File: config.mk
export PLATFORM = sky130hd
export DESIGN_NAME = plenum_pressure_throttle_step_core
export DESIGN_NICKNAME = d
export VERILOG_FILES = /design/src/sv/ppts_pkg.sv /design/src/sv/ppts_mul.sv /design/src/sv/ppts_sqrt.sv /design/src/sv/plenum_pressure_throttle_step_core.sv
export SDC_FILE = /design/constraint.sdc
export NUM_CORES = 2
export LEC_CHECK = 0
export ABC_AREA = 1
export BUFFER_PORTS_ARGS = -buffer_cell sky130_fd_sc_hd__buf_2
export CAP_MARGIN = 20
export CORE_ASPECT_RATIO = 0.9
export CORE_UTILIZATION = 55
export CTS_CLUSTER_SIZE = 14
export DETAILED_ROUTE_END_ITERATION = 8
export PLACE_DENSITY = 0.69
export SETUP_SLACK_MARGIN = 0.05
export SLEW_MARGIN = 25
export SYNTH_ARGS = -nofsm -noshare
export SYNTH_HDL_FRONTEND = slang
export SYNTH_HIERARCHICAL = 1
export SYNTH_SLANG_ARGS = --single-unit
File: constraint.sdc
create_clock -name clk -period 12.3 [get_ports clk]
set_input_delay 0.615 -clock clk [delete_from_list [all_inputs] [get_ports clk]]
set_output_delay 0.615 -clock clk [all_outputs]
set_load 0.01 [all_outputs]
File: src/sv/ppts_pkg.sv
// ----------------------------------------------------------------------------
// Plenum throttle step package
// Payload types, register indexes and reset constants.
// ----------------------------------------------------------------------------
package ppts_pkg;

  localparam int unsigned DATA_W      = 32;
  localparam int unsigned CFG_INDEX_W = 3;

  // Register indexes of the configuration port.
  localparam logic [CFG_INDEX_W-1:0] CFG_PRESSURE_GAIN       = 3'd0;
  localparam logic [CFG_INDEX_W-1:0] CFG_AMBIENT_PRESSURE    = 3'd1;
  localparam logic [CFG_INDEX_W-1:0] CFG_THROTTLE_INVERSE    = 3'd2;
  localparam logic [CFG_INDEX_W-1:0] CFG_INITIAL_PRESSURE    = 3'd3;
  localparam logic [CFG_INDEX_W-1:0] CFG_INITIAL_OUTLET_FLOW = 3'd4;

  // Reset values.
  localparam logic [DATA_W-1:0] RST_PRESSURE_GAIN       = 32'd65536;
  localparam logic [DATA_W-1:0] RST_AMBIENT_PRESSURE    = 32'd25939200;
  localparam logic [DATA_W-1:0] RST_THROTTLE_INVERSE    = 32'd16777216;
  localparam logic [DATA_W-1:0] RST_INITIAL_PRESSURE    = 32'd25939200;
  localparam logic [DATA_W-1:0] RST_INITIAL_OUTLET_FLOW = 32'd0;

  localparam logic [DATA_W-1:0] PRESSURE_MAX = 32'hFFFF_FFFF;
  localparam logic [DATA_W-1:0] FLOW_MAX     = 32'h7FFF_FFFF;

  // Input command codes.
  localparam logic CMD_STEP    = 1'b0;
  localparam logic CMD_RESTART = 1'b1;

  typedef struct packed {
    logic                     cmd;
    logic signed [DATA_W-1:0] inlet_flow;
  } in_t;

  typedef struct packed {
    logic        [DATA_W-1:0] plenum_pressure;
    logic signed [DATA_W-1:0] outlet_flow;
    logic                     saturated;
  } out_t;

endpackage

File: src/sv/ppts_mul.sv
// ----------------------------------------------------------------------------
// Plenum throttle step multiplier
// Registered 32 x 32 unsigned multiplier shared by both products of a step.
// ----------------------------------------------------------------------------
module ppts_mul (
  input  logic                            clk,
  input  logic [ppts_pkg::DATA_W-1:0]     a,
  input  logic [ppts_pkg::DATA_W-1:0]     b,
  output logic [2*ppts_pkg::DATA_W-1:0]   prod
);

  always_ff @(posedge clk) begin
    prod <= a * b;
  end

endmodule

File: src/sv/ppts_sqrt.sv
// ----------------------------------------------------------------------------
// Plenum throttle step square root
// Bitwise integer square root of a 64-bit value, one root bit per cycle.
// ----------------------------------------------------------------------------
module ppts_sqrt (
  input  logic                          clk,
  input  logic                          rst,
  input  logic                          start,
  input  logic [2*ppts_pkg::DATA_W-1:0] radicand,
  output logic                          done,
  output logic [ppts_pkg::DATA_W-1:0]   root
);

  localparam int unsigned REM_W = ppts_pkg::DATA_W + 2;

  logic [2*ppts_pkg::DATA_W-1:0] rad;
  logic [REM_W-1:0]              rem;
  logic [4:0]                    cnt;
  logic                          busy;

  logic [REM_W-1:0] rem_sh;
  logic [REM_W-1:0] trial;
  logic             fits;

  // Bring down the next two radicand bits and try root*4+1.
  assign rem_sh = {rem[REM_W-3:0], rad[2*ppts_pkg::DATA_W-1 -: 2]};
  assign trial  = {root, 2'b01};
  assign fits   = (rem_sh >= trial);

  always_ff @(posedge clk) begin
    if (rst) begin
      busy <= 1'b0;
      done <= 1'b0;
    end else begin
      done <= 1'b0;
      if (start) begin
        busy <= 1'b1;
      end else if (busy && (cnt == 5'd0)) begin
        busy <= 1'b0;
        done <= 1'b1;
      end
    end
  end

  always_ff @(posedge clk) begin
    if (start) begin
      rad  <= radicand;
      rem  <= '0;
      root <= '0;
      cnt  <= 5'd31;
    end else if (busy) begin
      rad  <= {rad[2*ppts_pkg::DATA_W-3:0], 2'b00};
      rem  <= fits ? (rem_sh - trial) : rem_sh;
      root <= {root[ppts_pkg::DATA_W-2:0], fits};
      cnt  <= cnt - 5'd1;
    end
  end

endmodule

File: src/sv/plenum_pressure_throttle_step_core.sv
// ----------------------------------------------------------------------------
// Plenum pressure throttle step core
// One explicit time step of a compressor plenum with a throttle, fixed point.
// ----------------------------------------------------------------------------
//
//   Channel | Dir | Handshake            | Payload
//   --------+-----+----------------------+-------------------------------------
//   in      | in  | in_valid / in_ready  | in_data  (cmd, inlet_flow)
//   out     | out | out_valid / out_ready| out_data (plenum_pressure,
//           |     |                      |           outlet_flow, saturated)
//   cfg     | in  | cfg_en (no wait)     | cfg_index, cfg_data
//
// An advance step with a positive pressure excess runs the multiplier twice and
// then the bitwise square root before its result is loaded. A step whose
// excess is not positive skips the throttle product and the root, and a
// restart goes straight to its result; each holds the block until its result
// is loaded into the output register.
// The block takes one item at a time; in_ready is high only while it is idle.
// The output register lets a new item start while the last result still waits;
// a finished step waits in its last state if that register is still occupied.
// Synchronous reset restores the configuration, sequencer, out_valid and stored state.
//
module plenum_pressure_throttle_step_core (
  input  logic                               clk,
  input  logic                               rst,
  input  logic                               in_valid,
  output logic                               in_ready,
  input  ppts_pkg::in_t                      in_data,
  output logic                               out_valid,
  input  logic                               out_ready,
  output ppts_pkg::out_t                     out_data,
  input  logic                               cfg_en,
  input  logic [ppts_pkg::CFG_INDEX_W-1:0]   cfg_index,
  input  logic [ppts_pkg::DATA_W-1:0]        cfg_data
);

  localparam int unsigned W = ppts_pkg::DATA_W;

  // One-hot sequencer. The multiplier is used in MUL_FLOW for the pressure
  // change and in MUL_EXC for the throttle product.
  typedef enum logic [7:0] {
    S_IDLE      = 8'b0000_0001,
    S_MUL_FLOW  = 8'b0000_0010,
    S_ADD       = 8'b0000_0100,
    S_CMP       = 8'b0000_1000,
    S_MUL_EXC   = 8'b0001_0000,
    S_SQRT_GO   = 8'b0010_0000,
    S_SQRT_WAIT = 8'b0100_0000,
    S_DONE      = 8'b1000_0000
  } state_t;

  state_t state;
  state_t state_next;

  // Configuration registers.
  logic [W-1:0] pressure_gain;
  logic [W-1:0] ambient_pressure;
  logic [W-1:0] throttle_inverse;
  logic [W-1:0] initial_pressure;
  logic [W-1:0] initial_outlet_flow;

  // Stored model state.
  logic [W-1:0] pressure_now;
  logic [W-1:0] outflow_now;

  // Working registers of one step.
  logic [W-1:0] mag;
  logic         neg;
  logic [W-1:0] excess;
  logic         sat;

  logic            in_xfer;
  logic            out_load;
  logic [W:0]      diff;
  logic [W:0]      diff_abs;
  logic [W-1:0]    mul_a;
  logic [W-1:0]    mul_b;
  logic [2*W-1:0]  prod;
  logic [2*W:0]    rounded;
  logic [W+7:0]    change;
  logic [W+8:0]    p_sum;
  logic [W-1:0]    p_new;
  logic            p_sat;
  logic            sq_start;
  logic            sq_done;
  logic [W-1:0]    sq_root;

  assign in_ready = (state == S_IDLE);
  assign in_xfer  = in_valid && in_ready;
  assign out_load = (state == S_DONE) && (!out_valid || out_ready);
  assign sq_start = (state == S_SQRT_GO);

  // Flow difference is exact in 33 bits; its magnitude never exceeds 2^32-1.
  assign diff     = {in_data.inlet_flow[W-1], in_data.inlet_flow}
                  - {outflow_now[W-1], outflow_now};
  assign diff_abs = diff[W] ? (~diff + 1'b1) : diff;

  assign mul_a = (state == S_MUL_FLOW) ? mag : excess;
  assign mul_b = (state == S_MUL_FLOW) ? pressure_gain : throttle_inverse;

  ppts_mul u_mul (
    .clk  (clk),
    .a    (mul_a),
    .b    (mul_b),
    .prod (prod)
  );

  ppts_sqrt u_sqrt (
    .clk      (clk),
    .rst      (rst),
    .start    (sq_start),
    .radicand (prod),
    .done     (sq_done),
    .root     (sq_root)
  );

  // The product carries 32 fraction bits; rounding to 8 fraction bits adds
  // half an LSB and drops 24 bits, so ties round away from zero.
  assign rounded = {1'b0, prod} + ((2*W+1)'(1) << 23);
  assign change  = rounded[2*W-1:24];

  always_comb begin
    if (neg) begin
      p_sum = {9'd0, pressure_now} - {1'b0, change};
    end else begin
      p_sum = {9'd0, pressure_now} + {1'b0, change};
    end
    p_sat = 1'b0;
    p_new = p_sum[W-1:0];
    if (neg && p_sum[W+8]) begin
      p_new = '0;
      p_sat = 1'b1;
    end else if (!neg && (p_sum[W+8:W] != 9'd0)) begin
      p_new = ppts_pkg::PRESSURE_MAX;
      p_sat = 1'b1;
    end
  end

  always_comb begin
    state_next = state;
    unique case (state)
      S_IDLE: begin
        if (in_xfer) begin
          if (in_data.cmd == ppts_pkg::CMD_RESTART) begin
            state_next = S_DONE;
          end else begin
            state_next = S_MUL_FLOW;
          end
        end
      end
      S_MUL_FLOW:  state_next = S_ADD;
      S_ADD:       state_next = S_CMP;
      S_CMP: begin
        if (pressure_now > ambient_pressure) begin
          state_next = S_MUL_EXC;
        end else begin
          state_next = S_DONE;
        end
      end
      S_MUL_EXC:   state_next = S_SQRT_GO;
      S_SQRT_GO:   state_next = S_SQRT_WAIT;
      S_SQRT_WAIT: begin
        if (sq_done) begin
          state_next = S_DONE;
        end
      end
      S_DONE: begin
        if (out_load) begin
          state_next = S_IDLE;
        end
      end
      default:     state_next = S_IDLE;
    endcase
  end

  always_ff @(posedge clk) begin
    if (rst) begin
      state <= S_IDLE;
    end else begin
      state <= state_next;
    end
  end

  // Configuration writes; indexes past the last register are dropped.
  always_ff @(posedge clk) begin
    if (rst) begin
      pressure_gain       <= ppts_pkg::RST_PRESSURE_GAIN;
      ambient_pressure    <= ppts_pkg::RST_AMBIENT_PRESSURE;
      throttle_inverse    <= ppts_pkg::RST_THROTTLE_INVERSE;
      initial_pressure    <= ppts_pkg::RST_INITIAL_PRESSURE;
      initial_outlet_flow <= ppts_pkg::RST_INITIAL_OUTLET_FLOW;
    end else if (cfg_en) begin
      unique case (cfg_index)
        ppts_pkg::CFG_PRESSURE_GAIN:       pressure_gain       <= cfg_data;
        ppts_pkg::CFG_AMBIENT_PRESSURE:    ambient_pressure    <= cfg_data;
        ppts_pkg::CFG_THROTTLE_INVERSE:    throttle_inverse    <= cfg_data;
        ppts_pkg::CFG_INITIAL_PRESSURE:    initial_pressure    <= cfg_data;
        ppts_pkg::CFG_INITIAL_OUTLET_FLOW: initial_outlet_flow <= cfg_data;
        default: ;
      endcase
    end
  end

  // Stored pressure and outlet flow.
  always_ff @(posedge clk) begin
    if (rst) begin
      pressure_now <= ppts_pkg::RST_INITIAL_PRESSURE;
      outflow_now  <= '0;
    end else begin
      if (in_xfer && (in_data.cmd == ppts_pkg::CMD_RESTART)) begin
        pressure_now <= initial_pressure;
        outflow_now  <= initial_outlet_flow;
      end else if (state == S_ADD) begin
        pressure_now <= p_new;
      end else if ((state == S_CMP) && !(pressure_now > ambient_pressure)) begin
        outflow_now <= '0;
      end else if ((state == S_SQRT_WAIT) && sq_done) begin
        // A root with the top bit set does not fit the signed flow format.
        outflow_now <= sq_root[W-1] ? ppts_pkg::FLOW_MAX : sq_root;
      end
    end
  end

  // Step working registers.
  always_ff @(posedge clk) begin
    if (in_xfer) begin
      mag <= diff_abs[W-1:0];
      neg <= diff[W];
      sat <= 1'b0;
    end else if (state == S_ADD) begin
      sat <= p_sat;
    end else if ((state == S_SQRT_WAIT) && sq_done && sq_root[W-1]) begin
      sat <= 1'b1;
    end
    if (state == S_CMP) begin
      excess <= pressure_now - ambient_pressure;
    end
  end

  // Output register.
  always_ff @(posedge clk) begin
    if (rst) begin
      out_valid <= 1'b0;
    end else if (out_load) begin
      out_valid <= 1'b1;
    end else if (out_ready) begin
      out_valid <= 1'b0;
    end
  end

  always_ff @(posedge clk) begin
    if (out_load) begin
      out_data.plenum_pressure <= pressure_now;
      out_data.outlet_flow     <= outflow_now;
      out_data.saturated       <= sat;
    end
  end

endmodule

==> out/results.ini <==
[synth]
async_reset_ff_share_pct=0
synth_most_common_cell=nand2_1
synth_area_leaders=fa_1 27%, nand2_1 16%, inv_1 13%
syn_avg_cell_area_um2=7.29
ys_ff_latch=563
synth_cell_types=56
synth_edf_count=194
yosysTopAreaCell=fa_1
synth_area_um2=67700
synth.net_count=10700
ys_top_cells_by_count=2809 x nand2_1, 2258 x inv_1, 899 x fa_1
synth_ff_type=dfxtp_1
yosysWarnings=6
synth_top_area_share_pct=26.6
yosysSeqAreaShare_pct=19.5
syn_inst=9286

[clocking]
cts_root_buffer=clkbuf_16
clockBufferDepth=3
cts_resized=0
cts_buffers=67
clock-sinks=563
cts_hold_buf=0
cts_tree=yes
postCtsSetupBuffers=0
clk_latency_ns=0.66
path_clk_slew_ns=0.06
htreeDepth=3

[outcome]
status=completed

[timing]
tightest_slew_ns=1.08
clock.fmax_mhz=107
period_minus_slack_ns=9.37
finClkSkew_ns=0.0400
rsz0062_at_grt=no
setup-tns-final_ns=0
slew_headroom_pct=28.1
finalHoldViolCount=0
finalHoldWorstSlack_ns=0.179
slew_viol_final=0
setup_viol=0
fin_crit_sh_pct=76.2

[die]
row_count=121
start_util_pct=55.7
core_um2=121000
dieHeight_um=335
die_area_um2=124000
ioPinCount=140
fp.dieW_um=372

[pwr]
ir_drop_mv=0.137
power_density_nw_per_um2=141
leakagePower_nw=40.4

[grt]
grt_start_max_net_pins=110
grt_pass1_wl_mm=337
grt_pass1_vias=58800
grt_usage_pct=35.6
grt.overflow.total=0
antenna_found_initial=9

[route]
dr.pass1.iters=7
wl_mm=218
first_iter_violations=5425
wl_per_cell_um=20.0
drcViolationCount=0
ant_nets=0
num_vias=58300
avgViaCountPerCell=5.35

[placement]
dp_cells=10800
io_buffers=139
gp_congestion=1.06
hpwlAfterDp_mm=173

[setup_path]
startpoint_type=flip-flop
end_kind=flip-flop
max_stage_delay_ns=0.78
critPathRequiredTime_ns=12.86
critPathMaxFanout=67
arrival_ns=9.93
reg2reg_slack_ns=2.93
cp_common_cell=fa_1
slowest_stage=nand2_1
path_class=flip-flop to flip-flop

[finish]
syn2layout_area_growth_pct=6.55
stdcell_count=10900
finalNetCount=10600
final_core_util_pct=59.4
drive_gt1_share_pct=5.71

[worst_hold_path]
hp-class=input port to flip-flop

[run]
cap_violations=0

[final cells by class]
| cell class | instances | area, um^2 |
|---|---|---|
| fill | 11400 | 49300 |
| multi-input combinational | 6097 | 44600 |
| sequential | 563 | 13200 |
| inverter | 2286 | 8580 |
| tap | 1599 | 2000 |
| clock buffer | 87 | 1830 |
| timing repair buffer | 226 | 1350 |
| clock inverter | 36 | 474 |
| antenna | 6 | 15.0 |
[per-layer routing]
layer  track usage [%]  wire (um)
met4              13.0       8580
met1              47.2      90100
met5             0.589         22
met2              57.3      99800
met3              7.56      19900
[kinds of logic after synthesis]
group / Yosys count / synth area share [%]
xor gates and xnor gates: 184 / 2.38
DFF: 563 / 19.5
buffers and inverters: 2626 / 14.7
adders and majority gates: 1296 / 33.9
and+or+nand+nor: 3827 / 23.0
AOI/OAI and AO/OA: 790 / 6.53
[worst paths after layout]
path | from | endpoint | cells past startpoint
max | state[4] | u_mul/prod[33] | 29
min | in_data[32] | state[1] | 2
min reg2reg | outflow_now[26] | out_data[27] | 0
max reg2reg | state[4] | u_mul/prod[33] | 29
[metrics by stage]
stage	cell area [um^2]	setup slack (ns)	total power [W]
after global routing	72100	2.48	0.0109
after global placement	69800	3.15	0.00799
final	72100	2.93	0.0102
after detailed placement	69800	3.10	0.00802
after floorplan	67700	5.07	0.00614
after CTS	72100	3.10	0.0102
[where the power goes]
part | switching, W | internal (W) | leakage, nW
combinational | 0.00377 | 0.00184 | 34.5
sequential | 0.000285 | 0.00218 | 4.80
clock | 0.000874 | 0.00122 | 1.11
[cells in the final DEF, fill, tap and decap left out, types with 22 or more instances in the layout]
cell and n:
ha_1 397, inv_2 30, buf_2 139, buf_4 87, a21oi_1 307, nor2_1 518, inv_1 2252, fa_1 899
nand3_1 222, o2111ai_1 31, nand2_2 51, xor2_1 126, dfxtp_1 369, nor3_1 31, clkbuf_16 67, nand4_1 62
o22ai_1 37, nor2_4 22, edfxtp_1 194, nor2_2 42, nand2_1 2793, o21ai_0 295, xnor2_1 58
[state kept, by name, indices dropped and copies added, names as in the netlist, 5 cells and up]
| register | flops |
|---|---|
| pressure_gain | 32 |
| throttle_inverse | 32 |
| ambient_pressure | 32 |
| pressure_now | 32 |
| mag | 32 |
| out_data | 65 |
| outflow_now | 32 |
| u_sqrt/cnt | 5 |
| initial_outlet_flow | 32 |
| u_sqrt/rem | 32 |
| initial_pressure | 32 |
| excess | 32 |
| u_sqrt/rad | 64 |
| state | 8 |
| u_mul/prod | 64 |
| u_sqrt/root | 32 |
[worst max-delay path, delay by kind of cell, from the launching register on]
| family | cells | cell delay, ns |
|---|---|---|
| adders and majority gates | 9 | 4.72 |
| and+or+nand+nor | 10 | 2.30 |
| buffers and inverters | 8 | 1.38 |
| DFF | 1 | 0.33 |
| AOI/OAI and AO/OA | 1 | 0.30 |
| xor gates and xnor gates | 1 | 0.18 |
(Power assumes the default switching activity.)
